--- config.mk ---
export PLATFORM = sky130hd
export DESIGN_NAME = interleaved_channel_extractor
export DESIGN_NICKNAME = d
export VERILOG_FILES = /design/src/rtl/ice_pkg.sv /design/src/rtl/ice_csr.sv /design/src/rtl/interleaved_channel_extractor.sv
export SDC_FILE = /design/constraint.sdc
export NUM_CORES = 1
export LEC_CHECK = 0
export ABC_AREA = 1
export BUFFER_PORTS_ARGS = -buffer_cell sky130_fd_sc_hd__buf_2
export CAP_MARGIN = 20
export CORE_UTILIZATION = 25
export DETAILED_ROUTE_END_ITERATION = 12
export SLEW_MARGIN = 20
export SYNTH_ARGS = -nofsm -noshare
export SYNTH_HDL_FRONTEND = slang
export SYNTH_SLANG_ARGS = --single-unit
--- constraint.sdc ---
create_clock -name clock -period 6.22 [get_ports clock]
set_input_delay 0.622 -clock clock [delete_from_list [all_inputs] [get_ports clock]]
set_output_delay 0.622 -clock clock [all_outputs]
set_load 0.005 [all_outputs]
--- src/rtl/ice_pkg.sv ---
// Package: shared types, constants and the uint32-to-float conversion.
package ice_pkg;

   localparam int MaxChannels = 16;
   localparam int MaxRepeat   = 255;
   localparam int ChanWidth   = $clog2(MaxChannels);
   localparam int RepWidth    = $clog2(MaxRepeat + 1);

   localparam logic [1:0] ModeSimultaneous = 2'd0;
   localparam logic [1:0] ModeSyncMultiple = 2'd1;

   localparam logic CmdRuleLoad = 1'b0;
   localparam logic CmdDataWord = 1'b1;

   localparam logic [2:0] RegScanMode      = 3'd0;
   localparam logic [2:0] RegChannelCount  = 3'd1;
   localparam logic [2:0] RegTargetChannel = 3'd2;
   localparam logic [2:0] RegTargetUnsigned = 3'd3;
   localparam logic [2:0] RegLittleEndian  = 3'd4;
   localparam logic [2:0] RegFrameLimit    = 3'd5;

   typedef struct packed {
      logic       fixed;
      logic [7:0] coeff;
   } rule_type;

   typedef struct packed {
      logic [1:0]  scan_mode;
      logic [4:0]  channel_count;
      logic [3:0]  target_channel;
      logic        target_is_unsigned;
      logic        little_endian_file;
      logic [31:0] frame_limit;
   } cfg_type;

   // uint32 to single precision, round to nearest, ties to even
   function automatic logic [31:0] u32_to_f32(input logic [31:0] u);
      logic [4:0]  e;
      logic [31:0] norm;
      logic [24:0] m;
      logic        guard;
      logic        sticky;
      logic [7:0]  ex;
      e = 5'd0;
      for (int i = 0; i < 32; i++) begin
         if (u[i]) e = 5'(i);
      end
      norm   = u << (5'd31 - e);
      m      = {1'b0, norm[31:8]};
      guard  = norm[7];
      sticky = |norm[6:0];
      if (guard && (sticky || m[0])) m = m + 25'd1;
      ex = 8'(e) + 8'd127;
      if (m[24]) begin
         m  = m >> 1;
         ex = ex + 8'd1;
      end
      if (u == 32'd0) return 32'd0;
      return {1'b0, ex, m[22:0]};
   endfunction

endpackage

--- src/rtl/ice_csr.sv ---
// Configuration registers behind the APB-style port.
module ice_csr (
   input  logic                 clock,
   input  logic                 reset,
   input  logic                 csr_psel,
   input  logic                 csr_penable,
   input  logic                 csr_pwrite,
   input  logic [4:0]           csr_paddr,
   input  logic [31:0]          csr_pwdata,
   output logic [31:0]          csr_prdata,
   output logic                 csr_pready,
   output ice_pkg::cfg_type     cfg
);
   import ice_pkg::*;

   cfg_type    cfg_ff;
   logic       wr;
   logic [2:0] idx;

   assign csr_pready = 1'b1;
   assign idx = csr_paddr[4:2];
   assign wr  = csr_psel && csr_penable && csr_pwrite;
   assign cfg = cfg_ff;

   always_ff @(posedge clock) begin
      if (reset) begin
         cfg_ff <= '{scan_mode: 2'd0, channel_count: 5'd1, target_channel: 4'd0,
                     target_is_unsigned: 1'b0, little_endian_file: 1'b1,
                     frame_limit: 32'd0};
      end else if (wr) begin
         unique case (idx)
            RegScanMode:       cfg_ff.scan_mode          <= csr_pwdata[1:0];
            RegChannelCount:   cfg_ff.channel_count      <= csr_pwdata[4:0];
            RegTargetChannel:  cfg_ff.target_channel     <= csr_pwdata[3:0];
            RegTargetUnsigned: cfg_ff.target_is_unsigned <= csr_pwdata[0];
            RegLittleEndian:   cfg_ff.little_endian_file <= csr_pwdata[0];
            RegFrameLimit:     cfg_ff.frame_limit        <= csr_pwdata;
            default: ;
         endcase
      end
   end

   always_comb begin
      unique case (idx)
         RegScanMode:       csr_prdata = {30'd0, cfg_ff.scan_mode};
         RegChannelCount:   csr_prdata = {27'd0, cfg_ff.channel_count};
         RegTargetChannel:  csr_prdata = {28'd0, cfg_ff.target_channel};
         RegTargetUnsigned: csr_prdata = {31'd0, cfg_ff.target_is_unsigned};
         RegLittleEndian:   csr_prdata = {31'd0, cfg_ff.little_endian_file};
         RegFrameLimit:     csr_prdata = cfg_ff.frame_limit;
         default:           csr_prdata = 32'd0;
      endcase
   end

endmodule

--- src/rtl/interleaved_channel_extractor.sv ---
// Top level: channel demultiplexer with rule table and float conversion.
//
// Input channel req_*: one transfer per cycle when ready. command 0 loads a
// channel rule (fixed flag, words per frame), command 1 carries one 32-bit
// data word. Output channel rsp_*: zero or one transfer per input transfer, carrying
// the target channel's sample as single-precision bits and its position
// among the target's words in the frame.
// A result is registered and presented in the cycle after its input transfer.
// Throughput: one input transfer per cycle while req_tready is high; the frame
// counters, the rule table lookup and the conversion are all combinational.
// The single output register is refilled in the same cycle it is drained,
// so req_tready only drops while a result waits and rsp_tready is low.
// Reset clears the rule table (all channels one word per frame), counters,
// output valid and the configuration registers to their defaults.
// The user must write configuration (csr_*) only while the stream is idle; the block itself does not enforce this.
module interleaved_channel_extractor (
   input  logic        clock,
   input  logic        reset,
   input  logic        req_tvalid,
   output logic        req_tready,
   input  logic [47:0] req_tdata,  // rule_channel[3:0], rule_fixed[4],
                                   // rule_coeff[12:5], data_word[44:13], zero[47:45]
   input  logic        req_tuser,  // command
   output logic        rsp_tvalid,
   input  logic        rsp_tready,
   output logic [39:0] rsp_tdata,  // sample_bits[31:0], sample_in_frame[39:32]
   input  logic        csr_psel,
   input  logic        csr_penable,
   input  logic        csr_pwrite,
   input  logic [4:0]  csr_paddr,
   input  logic [31:0] csr_pwdata,
   output logic [31:0] csr_prdata,
   output logic        csr_pready
);
   import ice_pkg::*;

   cfg_type     cfg;
   rule_type    rule_ff [MaxChannels];
   logic [ChanWidth-1:0] chan_ff, chan_in;
   logic [RepWidth-1:0]  rep_ff, rep_in;
   logic [31:0] frames_ff, frames_in;
   logic        out_valid_ff;
   logic [39:0] out_data_ff;

   // tdata fields (lowest first): rule_channel, rule_fixed, rule_coeff,
   // data_word; top three bits are padding
   logic [3:0]  rule_channel;
   logic        rule_fixed;
   logic [7:0]  rule_coeff;
   logic [31:0] data_word;
   logic        accept, data_ok, emit, last_rep, last_chan;
   logic [4:0]  cc;
   logic [7:0]  count;
   logic [31:0] word;
   rule_type    cur_rule;

   assign rule_channel = req_tdata[3:0];
   assign rule_fixed   = req_tdata[4];
   assign rule_coeff   = req_tdata[12:5];
   assign data_word    = req_tdata[44:13];

   ice_csr u_csr (
      .clock, .reset, .csr_psel, .csr_penable, .csr_pwrite, .csr_paddr,
      .csr_pwdata, .csr_prdata, .csr_pready, .cfg
   );

   assign req_tready = !out_valid_ff || rsp_tready;
   assign accept     = req_tvalid && req_tready;
   assign rsp_tvalid = out_valid_ff;
   assign rsp_tdata  = out_data_ff;

   always_comb begin
      cc = (cfg.channel_count > 5'(MaxChannels)) ? 5'(MaxChannels) : cfg.channel_count;
      cur_rule = rule_ff[chan_ff];
      if (cfg.scan_mode == ModeSimultaneous || cur_rule.fixed) count = 8'd1;
      else if (cur_rule.coeff == 8'd0) count = 8'd1;
      else count = cur_rule.coeff;
      word = cfg.little_endian_file ? data_word :
             {data_word[7:0], data_word[15:8], data_word[23:16], data_word[31:24]};
      data_ok = (req_tuser == CmdDataWord) && (cfg.scan_mode <= ModeSyncMultiple)
                && (cc != 5'd0) && (frames_ff < cfg.frame_limit);
      emit = data_ok && ({1'b0, chan_ff} == {1'b0, cfg.target_channel})
             && ({1'b0, cfg.target_channel} < cc);
      last_rep  = ({1'b0, rep_ff} + 9'd1) >= {1'b0, count};
      last_chan = ({1'b0, chan_ff} + 5'd1) >= cc;
      chan_in = chan_ff;
      rep_in = rep_ff;
      frames_in = frames_ff;
      if (accept && data_ok) begin
         if (last_rep) begin
            rep_in = '0;
            if (last_chan) begin
               chan_in = '0;
               frames_in = frames_ff + 32'd1;
            end else chan_in = chan_ff + 1'b1;
         end else rep_in = rep_ff + 1'b1;
      end
   end

   always_ff @(posedge clock) begin
      if (reset) begin
         chan_ff <= '0;
         rep_ff <= '0;
         frames_ff <= '0;
         out_valid_ff <= 1'b0;
         for (int i = 0; i < MaxChannels; i++) rule_ff[i] <= '0;
      end else begin
         chan_ff <= chan_in;
         rep_ff <= rep_in;
         frames_ff <= frames_in;
         if (accept && req_tuser == CmdRuleLoad)
            rule_ff[rule_channel] <= '{fixed: rule_fixed, coeff: rule_coeff};
         if (accept) out_valid_ff <= emit;
         else if (rsp_tready) out_valid_ff <= 1'b0;
      end
   end

   always_ff @(posedge clock) begin
      if (accept && emit)
         out_data_ff <= {8'(rep_ff),
                         cfg.target_is_unsigned ? u32_to_f32(word) : word};
   end

endmodule
# Word-level counts from Yosys, hierarchy flattened
# Memory sizes are Yosys's and may differ from the RTL's. A register that Yosys moved wholly into a read port is not among the register bits.
# Cells that the tools add are included.
[word_totals]
ff_bits = 130
ramBits = 144
input_bits = 93
output_inout_bits = 75
word_cells = 127
mem_count = 1
[op_classes]
add_sub_neg = 9
n_lt_le_gt_ge = 6
n_eq_ne = 6
n_shift = 1
mux = 60
bitwise_logic = 1
reduce_logical = 32
[mem_list]
columns = ["memory", "words", "word_bits", "read_ports", "rd_clocked_by_memory_dff", "write_ports", "line", "rtl"]
rows = [
  ["rule_ff", 16, 9, 1, 1, 16, "interleaved_channel_extractor.sv:38", "rule_type rule_ff [MaxChannels];"],
]
[op_table]
columns = ["cell", "count"]
rows = [
  ["$pmux 32 s6", 1],
  ["$mux 5", 32],
  ["$mux 32", 4],
  ["$mux 25", 2],
  ["$add 32x1->32 const B", 1],
  ["$logic_not 32->1", 1],
  ["$lt 32x32->1", 1],
  ["$mux 8", 4],
  ["$shl 32x5->32", 1],
  ["$add 24x1->25 const B", 1],
  ["$mux 23", 1],
  ["$add 8x1->8 const B", 2],
  ["$mux 4", 4],
  ["$reduce_and 2->1", 7],
  ["$logic_and 1x1->1", 12],
  ["$mux 1", 11],
  ["$add 8x1->9 const B", 1],
  ["$ge 9x8->1", 1],
  ["$mux 9", 1],
  ["$reduce_or 9->1", 1],
  ["$add 5x7->8 const B", 1],
  ["$logic_not 8->1", 1],
  ["$reduce_or 7->1", 1],
  ["$eq 3x2->1 const B", 2],
  ["18 further kinds", 21],
]

# Depth between registers and ports, before layout
# Gate-level depths: netlist of the first run.
[logic_depth]
depth_word = 43
depth_mapped = 52
mapped_depth_nobuf = 51

# Cells and area by module
# A second synthesis of the first run with hierarchy kept.
[hier_totals]
cells_unflattened = 2487
hier_area_um2 = 17893.4
[modules_own_cells]
columns = ["mod", "instances", "cells_each", "area_per_inst_um2", "seq_area_each_um2"]
rows = [
  ["interleaved_channel_extractor", 1, 2102, 15572.4, 6506.2],
  ["ice_csr", 1, 385, 2321.0, 900.9],
]

# Least setup slack after synthesis of the first run
# OpenSTA, ideal clock, no wires.
[synth_path]
path_kind = "register -> register"
start = "register with a tool-made name"
end = "register frames_ff[30]"
setup_ps = 70
arrival_ps = 5210
t_required_ps = 6150
slack_ps = 940
path_stages_with_launch = 38
n_path_buf = 2
synth_period_minus_slack_ps = 5280
path_cell_list = "dfxtp_1 -> clkbuf_1 -> clkbuf_1 -> mux2i_1 -> o21ai_0 -> o211ai_1 -> o21ai_0 -> nor2_1 -> o2111ai_1 -> ha_1 -> o21ai_0 -> a21boi_0 -> o21a_1 -> o21a_1 -> o21a_1 -> o21ai_0 -> nand2_1 -> a21oi_1 -> [... 2 more ...] -> nor2_2 -> nand2_1 -> nor3_1 -> nand3_1 -> nor2_1 -> nand2_1 -> nor2_1 -> nand4_1 -> nor2_1 -> nand4_1 -> nor2_1 -> nand2_1 -> nor2_1 -> nand2_1 -> nor2_1 -> nand3_1 -> nand3b_1 -> a21oi_1"
[synth_rtl]
columns = ["item", "line", "rtl"]
rows = [
  ["to (signal assigned)", "interleaved_channel_extractor.sv:110", "frames_ff <= frames_in;"],
  ["to (decl)", "interleaved_channel_extractor.sv:41", "logic [31:0] frames_ff, frames_in;"],
]

==> qor.csv, run 1 <==
stage,metric,value,unit
status,outcome,"finished, final reports clean",
worst_setup_path,cp.arrival,5.98,ns
route,viasPerCell,4.746,
clock_tree,cts_tree,done,
sta,finalSetupViolCount,0,
yosys,synth_top_area_cell,edfxtp_1,
yosys,yosys.area.top_type_share,32.20,%
sta,finalHoldViolations,0,
finish,drive_gt1_share,14.18,%
floorplanning,start_util,25.42,%
worst_setup_path,worstSetupStartpointType,register,
global_route,grt_pass1_vias,14713,
finish,syn_to_final_growth,18.46,%
worst_setup_path,worst-r2r-setup-slack,0.72,ns
global_route,groute.layer.met1.usage,20.45,%
worst_setup_path,critPathKind,register to register,
route,antenna_left,0,
worst_setup_path,critPathTopFamily,simple AND/OR/NAND/NOR gates,
floorplanning,row_count,95,
pwr,powerDensity,245.7,nW/um^2
floorplanning,coreArea,67510,um^2
route,routedWlPerCell,16.48,um
worst_hold_path,hp-class,input port to register,
pwr,leakagePower,0.008571,uW
yosys,syn_avg_cell_area,7.540,um^2
route,wl,55.11,mm
yosys,ys_types,55,
sta,rsz0062_at_grt,false,
yosys,ys.warnings.count,0,
global_route,grt_overflow,0,
worst_setup_path,endpoint,frames_ff[30],
global_route,antenna_found_initial,6,
route,drtIter0Drc,1282,
sta,clock_skew,0.03226,ns
floorplanning,ios,168,
route,vias,15872,
clock_tree,postCtsHoldBufs,0,
worst_setup_path,path_depth,36,
placed_design,post-dp-hpwl,40.96,mm
clock_tree,cts_made_buffers,35,
floorplanning,die_y,264.0,um
yosys,synth_cells,2276,
clock_tree,clock_latency,0.56,ns
clock_tree,htree_levels,2,
worst_setup_path,crit_fanout,17,
placed_design,portBuffers,161,
yosys,ys_top_cells_by_area,"edfxtp_1, dfxtp_1, nand2_1",
sta,worst_pin_slew,0.9652,ns
floorplanning,die_x,264.0,um
worst_setup_path,rr_endpoint,frames_ff[30],
yosys,ys_seq_elements,278,
pwr,peakVddDrop,0.0001516,V
worst_setup_path,end_kind,register,
placed_design,gp_congestion,0.9669,
worst_setup_path,path_buf_inv,2,
finish,final_nets,2593,
pwr,power,4996,uW
worst_setup_path,rr_worst_depth,36,
sta,finalCritPeriodShare,88.44,%
route,route.detailed.drc,0,
global_route,grt_busiest_layer,met2,
yosys,syn_nets,2422,
sta,max_freq,181.8,MHz
clock_tree,path_clk_slew,0.06,ns
yosys,postSynth.asyncResetShare,0,%
clock_tree,cts_root_buf,clkbuf_16,
clock_tree,cts_sinks,278,
global_route,grt_use_met3,3.262,%
yosys,synth_edf_count,184,
yosys,ys_seq_area_share,43.16,%
worst_setup_path,crit_slowest_cell,dfxtp_4,
sta,slew_headroom,35.56,%
sta,fin_crit,5.501,ns
worst_setup_path,max_stage_delay,0.55,ns
worst_setup_path,cp.required,6.70,ns
yosys,ys.flop_type,edfxtp_1,
flow_run,max_cap_violations,0,
clock_tree,clock_path_buffers,3,
yosys,synth_area,17160,um^2
global_route,use_met2,24.94,%
sta,fin_setup_tns,0,ns
floorplanning,dieArea,69700,um^2
global_route,grt_max_degree,83,
finish,fill_cells,7279,
global_route,grt_pass1_wl,84.15,mm
route,drtPass1Iterations,6,
sta,slew_viol_final,0,
global_route,grt_use_total,15.41,%
## stage by stage
step	util (%)	hold WS [ns]	cells	worst slack [ns]	cell area (um^2)
5_1_grt	30.10	0.3179	3342	0.02031	20320
2_1_floorplan	-	0.4082	2276	0.9398	17160
4_1_cts	30.05	0.3117	3341	0.4331	20290
3_3_place_gp	28.36	0.4677	3282	0.4303	19150
3_5_place_dp	28.36	0.4686	3282	0.4634	19150
6_report	30.11	0.3390	3344	0.7190	20330
## kinds of logic (layout without fill, tap and decap cells)
family	Yosys count	after routing	synth area share [%]
and+or+nand+nor	1150	1150	28.84
adders and majority gates	53	53	3.864
buffers and inverters	366	559	8.669
AOI/OAI and AO/OA	370	370	12.23
muxes	35	35	2.041
xor gates and xnor gates	23	23	1.174
DFF	278	278	43.16
other	1	3	0.02185
## synth_stat cells (all sizes together), types with 7 or more instances
cell,number
nor2,320
xor2,20
clkinv,7
a211oi,7
nand3,256
o211ai,40
a21oi,121
mux2i,35
nand2,487
o21ai,167
nor3,38
nand4,28
inv,259
buf,32
o21a,10
edfxtp,184
clkbuf,68
dfxtp,94
ha,53
## how the worst min path moves through the flow
| stage | slack, ns | to | from | cells past startpoint |
|---|---|---|---|---|
| finish | 0.34 | u_csr.cfg[38] | csr_pwdata[0] | 3 |
| global route | 0.32 | u_csr.cfg[32] | csr_pwdata[0] | 3 |
| CTS | 0.31 | u_csr.cfg[32] | csr_pwdata[0] | 3 |
| detailed placement | 0.47 | rsp_tdata[39] | rep_ff[7] | 0 |
| global placement | 0.47 | rsp_tdata[39] | rep_ff[7] | 0 |
| floorplan | 0.41 | rsp_tdata[39] | rep_ff[7] | 0 |
## registers in the layout, indices dropped and copies added (netlist names), named ones only
| register | flops |
|---|---|
| chan_ff | 4 |
| frames_ff | 32 |
| rep_ff | 8 |
| rsp_tdata | 40 |
| rsp_tvalid | 1 |
| rule_ff | 144 |
| u_csr.cfg | 45 |
## cell usage in the layout (no fill, tap or decap), types with 7 or more instances in the layout
cell type	n
a211oi_1	7
a21oi_1	117
buf_2	161
buf_4	70
clkbuf_16	35
clkinv_1	9
dfxtp_1	92
edfxtp_1	184
ha_1	53
inv_1	241
inv_2	19
mux2i_1	35
nand2_1	479
nand3_1	249
nand4_1	28
nor2_1	306
nor2_2	10
nor3_1	36
o211ai_1	40
o21a_1	9
o21ai_0	141
o21ai_1	22
xor2_1	20
## worst reg2reg max path, delay by kind of cell (launching register included)
| family | cells | cell delay, ns |
|---|---|---|
| AND/OR/NAND/NOR | 20 | 2.58 |
| AO/OA/AOI/OAI | 12 | 1.51 |
| flip-flops | 1 | 0.55 |
| multiplexers | 1 | 0.29 |
| buffers and inverters | 2 | 0.27 |
| adder cells (fa/ha/maj) | 1 | 0.26 |
## power breakdown
group / total [uW] / internal [uW] / switching, uW
sequential: 2100 / 2060 / 41.4
combinational: 854 / 285 / 569
clock: 2040 / 1200 / 839
## repair_timing
item	CTS	global route
endpoints found under the hold margin	0	0
setup buffers	0	1
resized for setup	0	6
endpoints found under the setup margin	0	7
## per-layer routing
| layer | vias up | wire length [um] | share of wire, % |
|---|---|---|---|
| li1 | 7986 | - | - |
| met1 | 7298 | 25060 | 45 |
| met2 | 488 | 25040 | 45 |
| met3 | 94 | 3562 | 6.5 |
| met4 | 6 | 1399 | 2.5 |
| met5 | - | 41 | 0.074 |
## area by class of cell
cell class,instances,area (um^2),area share [%]
Inverter,266,998.5,4.911
Sequential cell,278,7412,36.46
Clock buffer,42,932.1,4.585
Multi-Input combinational cell,1632,8298,40.82
Tap cell,873,1092,5.373
Antenna cell,2,5.005,0.02462
Timing Repair Buffer,234,1383,6.801
Clock inverter,17,209.0,1.028
No activity file was read; power rests on OpenSTA's default activity.
==> run 2, diff against run 1 <==
--- a/config.mk
+++ b/config.mk
@@ -5,7 +5,6 @@
 export SDC_FILE = /design/constraint.sdc
 export NUM_CORES = 1
 export LEC_CHECK = 0
-export ABC_AREA = 1
 export BUFFER_PORTS_ARGS = -buffer_cell sky130_fd_sc_hd__buf_2
 export CAP_MARGIN = 20
 export CORE_UTILIZATION = 25
==> run 2 against run 1 <==
  * Global-route usage increased by 0.28 points
  * Clock skew decreased by 0.011 ns
  * Synthesized cell count decreased by 23%
  * Core utilization decreased by 0.51 points
  * The flow now finishes with violations (design-rule violations)
  * Final area increased by 2.0%
  * Power decreased by 7.9%
  * Non-clock buffer count decreased by 16
  * Worst setup slack got worse by 0.29 ns
  * Critical path type unchanged
  * Die area increased by 3.0%
  * Clock-buffer cell count increased by 7
==> qor.csv, run 2 <==
stage,metric,value,unit,change
finish,final_nets,2050,,-21%
clock_tree,postCtsHoldBufs,0,,unchanged
worst_setup_path,startpoint,u_csr.cfg[32],,
sta,fin_setup_tns,0,ns,unchanged
route,wl,57.57,mm,+4.5%
clock_tree,cts_tree,done,,
finish,final_common_cell,edfxtp_1,,
yosys,syn_avg_cell_area,10.07,um^2,+34%
clock_tree,clock_path_buffers,3,,unchanged
route,drtPass1Iterations,10,,+4
sta,finalSetupViolCount,0,,unchanged
floorplanning,die_y,267.9,um,+1.5%
finish,seq_area,7412,um^2,unchanged
finish,post-route-cell-area,20730,um^2,+2.0%
placed_design,post-dp-hpwl,42.57,mm,+3.9%
sta,finalCritPeriodShare,93.16,%,+4.7 points
yosys,synth_edf_count,184,,unchanged
clock_tree,cts_resized,0,,unchanged
yosys,synth_area,17670,um^2,+3.0%
route,vias,14467,,-8.9%
finish,instances_no_fill,2871,,-14%
clock_tree,cts_made_buffers,31,,-11%
finish,largest_register_ffs,144,,unchanged
floorplanning,ios,168,,unchanged
clock_tree,cts_root_buf,clkbuf_16,,
pwr,leakagePower,0.007778,uW,-9.3%
finish,regMostFlops,rule_ff,,
worst_setup_path,cp.arrival,6.05,ns,+0.07 ns
route,drtIter0Drc,1219,,-4.9%
yosys,synth_top_area_cell,edfxtp_1,,
clock_tree,htree_levels,1,,-1
clock_tree,cts_sinks,278,,unchanged
clock_tree,clock_latency,0.61,ns,+0.05 ns
pwr,peakVddDrop,0.0001967,V,+30%
floorplanning,start_util,25.24,%,-0.18 points
worst_setup_path,end_kind,register,,
yosys,ys.warnings.count,0,,unchanged
sta,worst_pin_slew,1.114,ns,+0.1485 ns
clock_tree,path_clk_slew,0.07,ns,about the same
global_route,grt_use_total,15.69,%,+0.28 points
finish,fill_cells,7298,,+0.26%
floorplanning,dieArea,71760,um^2,+3.0%
global_route,grt_overflow,0,,unchanged
route,antenna_left,0,,unchanged
yosys,synth_most_common_cell,edfxtp_1,,
yosys,synth_cells,1755,,-23%
finish,syn_to_final_growth,17.29,%,
finish,final_cell_mix,"edfxtp_1, buf_2, and2_1",,
yosys,ys_types,98,,+78%
pwr,power,4600,uW,-7.9%
worst_hold_path,min_from,csr_pwdata[5],,
worst_hold_path,hp-class,input port to register,,
sta,max_freq,172.6,MHz,-5.1%
yosys,ys_seq_area_share,41.91,%,-1.2 points
placed_design,portBuffers,161,,unchanged
finish,multiInputGateArea,9610,um^2,+16%
worst_setup_path,cp.required,6.48,ns,-0.22 ns
global_route,grt_max_degree,102,,+23%
sta,slew_headroom,23.63,%,-12 points
yosys,ys.flop_type,edfxtp_1,,
status,failed_checks,design-rule violations,,
worst_setup_path,worstSetupStartpointType,register,,
sta,clock_skew,0.02162,ns,-0.01064 ns
yosys,postSynth.asyncResetShare,0,%,unchanged
placed_design,gp_congestion,0.9495,,-1.8%
sta,rsz0062_at_grt,false,,
flow_run,max_cap_violations,0,,unchanged
route,routedWlPerCell,20.05,um,+22%
worst_setup_path,critPathKind,register to register,,
sta,slew_viol_final,0,,unchanged
placed_design,dp.cells,2810,,-14%
yosys,ys_top_cells_by_area,"edfxtp_1, dfxtp_1, mux4_2",,
global_route,antenna_found_initial,5,,-1
global_route,grt_pass1_wl,86.58,mm,+2.9%
worst_setup_path,crit_fanout,69,,+52
route,viasPerCell,5.039,,+6.2%
yosys,ys_seq_elements,278,,unchanged
finish,drive_gt1_share,21.27,%,+7.1 points
floorplanning,die_x,267.9,um,+1.5%
clock_tree,cts_setup_buffers,0,,unchanged
yosys,syn_nets,1901,,-22%
yosys,synthTopCellsByCount,"edfxtp_1, and2_1, nand2_1, nor2_1, dfxtp_1",,
yosys,yosys.area.top_type_share,31.26,%,-0.93 points
finish,utilization,29.60,%,-0.51 points
worst_setup_path,reg2reg_from,u_csr.cfg[32],,
placed_design,dpl_cell_area,19650,um^2,+2.6%
floorplanning,row_count,97,,+2.1%
route,route.detailed.drc,4,,+4
sta,finalHoldViolations,0,,unchanged
status,outcome,"complete, but fails checks",,
floorplanning,coreArea,70030,um^2,+3.7%
sta,fin_crit,5.795,ns,+0.2937 ns
pwr,powerDensity,221.9,nW/um^2,-9.7%
global_route,grt_pass1_vias,14178,,-3.6%
[run 2: changes by cell type in the layout (fill, tap and decap cells not counted), moves of 26 or more]
cell      change
nand2_1     -329
nand3_1     -219
inv_1       -197
nor2_1      -168
and2_1      +156
o21ai_0      -98
mux4_2       +47
mux2i_1      +42
and3_1       +41
o211ai_1     -32
mux2_2       +28
nor2b_1      +26
[run 2: report_power, final]
group | switching [uW] | internal, uW
logic | 416 | 234
clock network | 778 | 1120
registers | 20.2 | 2030
total | 1210 | 3390
[run 2: cells by family (layout without fill, tap and decap cells)]
kind of cell             count (synthesis)  after routing  synth area share, %
other                                    1              4              0.02122
AO/OA/AOI/OAI                          333            333                13.24
XOR/XNOR                                62             62                3.073
buffers and inverters                  148            321                3.837
flip-flops                             278            278                41.91
multiplexers                           156            156                12.45
adder cells (fa/ha/maj)                 53             53                3.752
AND/OR/NAND/NOR                        724            724                21.72
[run 2: stage by stage]
step | setup WS [ns] | hold slack (ns)
floorplan | 0.1420 | 0.4449
global placement | 0.5725 | 0.4601
detailed placement | 0.5046 | 0.4644
CTS | 0.4865 | 0.2198
global route | 0.05387 | 0.2342
finish | 0.4253 | 0.2527
[run 2: critical path, cell delays in order (launching register included)]
cell and delay [ns]:
dfxtp_4 0.84, buf_4 0.33, nor3b_1 0.31, or2_1 0.23, o21ai_1 0.30, nor2_2 0.62, o21ai_1 0.19, or4_1 0.52
o21ai_0 0.13, nor2_1 0.12, nor2_1 0.16, ha_1 0.19, o211a_1 0.26, nand2_1 0.20, nor3_4 0.38, buf_4 0.24
or2_2 0.13, o2111ai_1 0.23
[run 2: final cells by class]
| type | instances | share of cell area, % |
|---|---|---|
| Multi-Input combinational cell | 1329 | 46.36 |
| Sequential cell | 278 | 35.76 |
| Timing Repair Buffer | 218 | 6.265 |
| Tap cell | 940 | 5.674 |
| Clock buffer | 49 | 4.557 |
| Inverter | 46 | 0.8330 |
| Clock inverter | 8 | 0.5131 |
| Antenna cell | 3 | 0.03622 |
[run 2: worst paths after layout]
path | to | slack, ns | cells after the start
hold reg to reg | u_csr.cfg[14] | 0.47 | 2
setup / recovery | rsp_tdata[25] | 0.43 | 17
setup reg to reg | rsp_tdata[25] | 0.43 | 17
hold / removal | u_csr.cfg[5] | 0.25 | 3
[run 2: routing by layer]
layer	track usage (%)	vias to the layer above	wire, um
met5	0	-	22
met2	27.24	459	28040
li1	-	6787	-
met3	2.181	104	3254
met1	19.89	7113	24270
met4	5.297	4	1982
==> run 3, diff against run 2 <==
--- a/config.mk
+++ b/config.mk
@@ -9,6 +9,7 @@
 export CAP_MARGIN = 20
 export CORE_UTILIZATION = 25
 export DETAILED_ROUTE_END_ITERATION = 12
+export PLACE_DENSITY = 0.42
 export SLEW_MARGIN = 20
 export SYNTH_ARGS = -nofsm -noshare
 export SYNTH_HDL_FRONTEND = slang
==> constraint.sdc (replaced) <==
create_clock -name clock -period 7.2 [get_ports clock]
set_input_delay 0.72 -clock clock [delete_from_list [all_inputs] [get_ports clock]]
set_output_delay 0.72 -clock clock [all_outputs]
set_load 0.005 [all_outputs]
==> run 3 against run 2 <==
  * The run now ends clean
  * Cell count decreased by 0.31%
  * Clock power shrank 13%
  * Core utilization down 0.21 points
  * Via count fell by 1.3%
  * Sequential cell count unchanged
==> qor.csv, run 3 (same netlist as run 2, synthesis figures left out) <==
stage,metric,value,unit,change
finish,final_common_cell,edfxtp_1,,
route,vias,14274,,-1.3%
sta,fin_ws,1.084,ns,+0.6583 ns
status,outcome,"finished, final reports clean",,
finish,post-route-cell-area,20580,um^2,-0.69%
clock_tree,postCtsHoldBufs,0,,unchanged
worst_setup_path,worstSetupStartpointType,register,,
sta,fin_setup_tns,0,ns,unchanged
placed_design,dpl_cell_area,19530,um^2,-0.58%
placed_design,post-dp-hpwl,45.80,mm,+7.6%
global_route,grt_overflow,0,,unchanged
clock_tree,cts_resized,0,,unchanged
route,routedWlPerCell,21.32,um,+6.3%
placed_design,pre_cts_ws,1.271,ns,+0.7663 ns
sta,slew_viol_final,0,,unchanged
finish,drive_gt1_share,20.56,%,-0.70 points
route,route.detailed.drc,0,,-4
placed_design,gp_congestion,0.9392,,-1.1%
pwr,power,3972,uW,-14%
route,drtPass1Iterations,7,,-3
pwr,leakagePower,0.007717,uW,-0.77%
finish,multiInputGateArea,9610,um^2,unchanged
sta,finalCritPeriodShare,84.95,%,-8.2 points
pwr,powerDensity,193.0,nW/um^2,-13%
flow_run,max_cap_violations,0,,unchanged
finish,final_cell_mix,"edfxtp_1, buf_2, and2_1",,
floorplanning,row_count,97,,unchanged
floorplanning,die_x,267.9,um,unchanged
global_route,antenna_found_initial,3,,-2
worst_setup_path,crit_fanout,72,,+4.3%
clock_tree,cts_made_buffers,34,,+9.7%
sta,finalHoldViolations,0,,unchanged
sta,slew_headroom,24.61,%,+0.98 points
finish,syn_to_final_growth,16.47,%,
global_route,grt_pass1_wl,92.40,mm,+6.7%
clock_tree,cts_sinks,278,,unchanged
floorplanning,dieArea,71760,um^2,unchanged
global_route,grt_max_degree,73,,-28%
route,viasPerCell,4.987,,-1.0%
worst_setup_path,critPathTopFamily,compound AO/OA/AOI/OAI gates,,
global_route,grt_use_total,17.01,%,+1.3 points
worst_setup_path,crit_slowest_cell,dfxtp_4,,
worst_setup_path,critPathKind,register to register,,
worst_setup_path,cp.required,7.47,ns,+0.99 ns
floorplanning,die_y,267.9,um,unchanged
finish,seq_area,7412,um^2,unchanged
worst_setup_path,path_cells,buf_4 > mux2i_1 > a31oi_2 > o21ai_2 > o21ai_2 > inv_2 > buf_4 > mux2i_1 > a221o_1 > a211oi_1 > nor3_2 > or3b_4 > nor3_4 > buf_4 > a21oi_1 > a311o_1,,
clock_tree,path_clk_slew,0.07,ns,about the same
worst_setup_path,cp.arrival,6.39,ns,+0.34 ns
sta,worst_pin_slew,1.099,ns,-0.01426 ns
route,antenna_left,0,,unchanged
pwr,peakVddDrop,0.0001184,V,-40%
worst_setup_path,max_stage_delay,0.87,ns,+0.03 ns
route,wl,61.01,mm,+6.0%
worst_setup_path,path_buf_inv,4,,+2
clock_tree,htree_levels,2,,+1
clock_tree,clock_latency,0.54,ns,-0.07 ns
clock_tree,cts_root_buf,clkbuf_16,,
floorplanning,ios,168,,unchanged
worst_setup_path,end_kind,register,,
clock_tree,cts_setup_buffers,0,,unchanged
worst_setup_path,cpMostUsedCell,buf_4,,
clock_tree,cts_tree,done,,
placed_design,portBuffers,161,,unchanged
sta,max_freq,163.5,MHz,-5.3%
sta,rsz0062_at_grt,false,,
clock_tree,clock_path_buffers,3,,unchanged
finish,final_nets,2042,,-0.39%
finish,largest_register_ffs,144,,unchanged
route,drtIter0Drc,850,,-30%
sta,clock_skew,0.02116,ns,-0.0004520 ns
worst_hold_path,hp-class,input port to register,,
sta,fin_crit,6.116,ns,+0.3217 ns
finish,fill_cells,7411,,+1.5%
floorplanning,start_util,25.24,%,unchanged
sta,finalSetupViolCount,0,,unchanged
global_route,grt_pass1_vias,14475,,+2.1%
floorplanning,coreArea,70030,um^2,unchanged
finish,regMostFlops,rule_ff,,
-- run 3: cell types whose count changed in the layout (fill, tap and decap cells not counted), moves of 2 or more --
cell / delta
clkbuf_8: -8
buf_4: -7
clkinv_1: +7
buf_12: -4
clkbuf_16: +2
diode_2: -2
-- run 3: stage by stage --
stage / util, % / hold slack [ns] / std cells
global placement: 27.89 / 0.4597 / 2800
floorplan: - / 0.4449 / 1755
CTS: 29.38 / 0.3756 / 2861
global route: 29.39 / 0.4065 / 2861
finish: 29.39 / 0.4148 / 2862
detailed placement: 27.89 / 0.4617 / 2800
-- run 3: power by group --
group	internal [uW]	switching, uW
registers	1760	19.9
clock network	954	697
logic	191	355
total	2900	1070
-- run 3: layout make-up --
| cell class | count | share of cell area (%) |
|---|---|---|
| clock buffer | 44 | 4.334 |
| antenna | 1 | 0.01216 |
| sequential | 278 | 36.01 |
| multi-input combinational | 1329 | 46.69 |
| timing repair buffer | 207 | 5.665 |
| tap | 940 | 5.714 |
| clock inverter | 17 | 0.7416 |
| inverter | 46 | 0.8388 |
-- run 3: path summary, 6_finish.rpt --
kind,from,to,slack (ns),cells past startpoint
worst min register to register,u_csr.cfg[26],u_csr.cfg[26],0.47,2
worst max register to register,u_csr.cfg[32],rsp_tdata[24],1.08,16
worst min-delay path,csr_pwdata[6],u_csr.cfg[6],0.41,3
worst max-delay path,u_csr.cfg[32],rsp_tdata[24],1.08,16
-- run 3: layer usage --
layer	share of wire [%]	vias to the layer above	GRT usage, %
li1	-	6774	-
met1	42	7075	20.64
met2	51	323	30.89
met3	3.3	102	2.016
met4	3.2	0	5.822
met5	0	-	0
-- run 3: worst reg2reg max path: stages (launching register included) --
cell	delay (ns)
dfxtp_4	0.87
buf_4	0.43
mux2i_1	0.68
a31oi_2	0.26
o21ai_2	0.16
o21ai_2	0.10
inv_2	0.34
buf_4	0.35
mux2i_1	0.42
a221o_1	0.25
a211oi_1	0.17
nor3_2	0.30
or3b_4	0.46
nor3_4	0.39
buf_4	0.25
a21oi_1	0.08
a311o_1	0.33
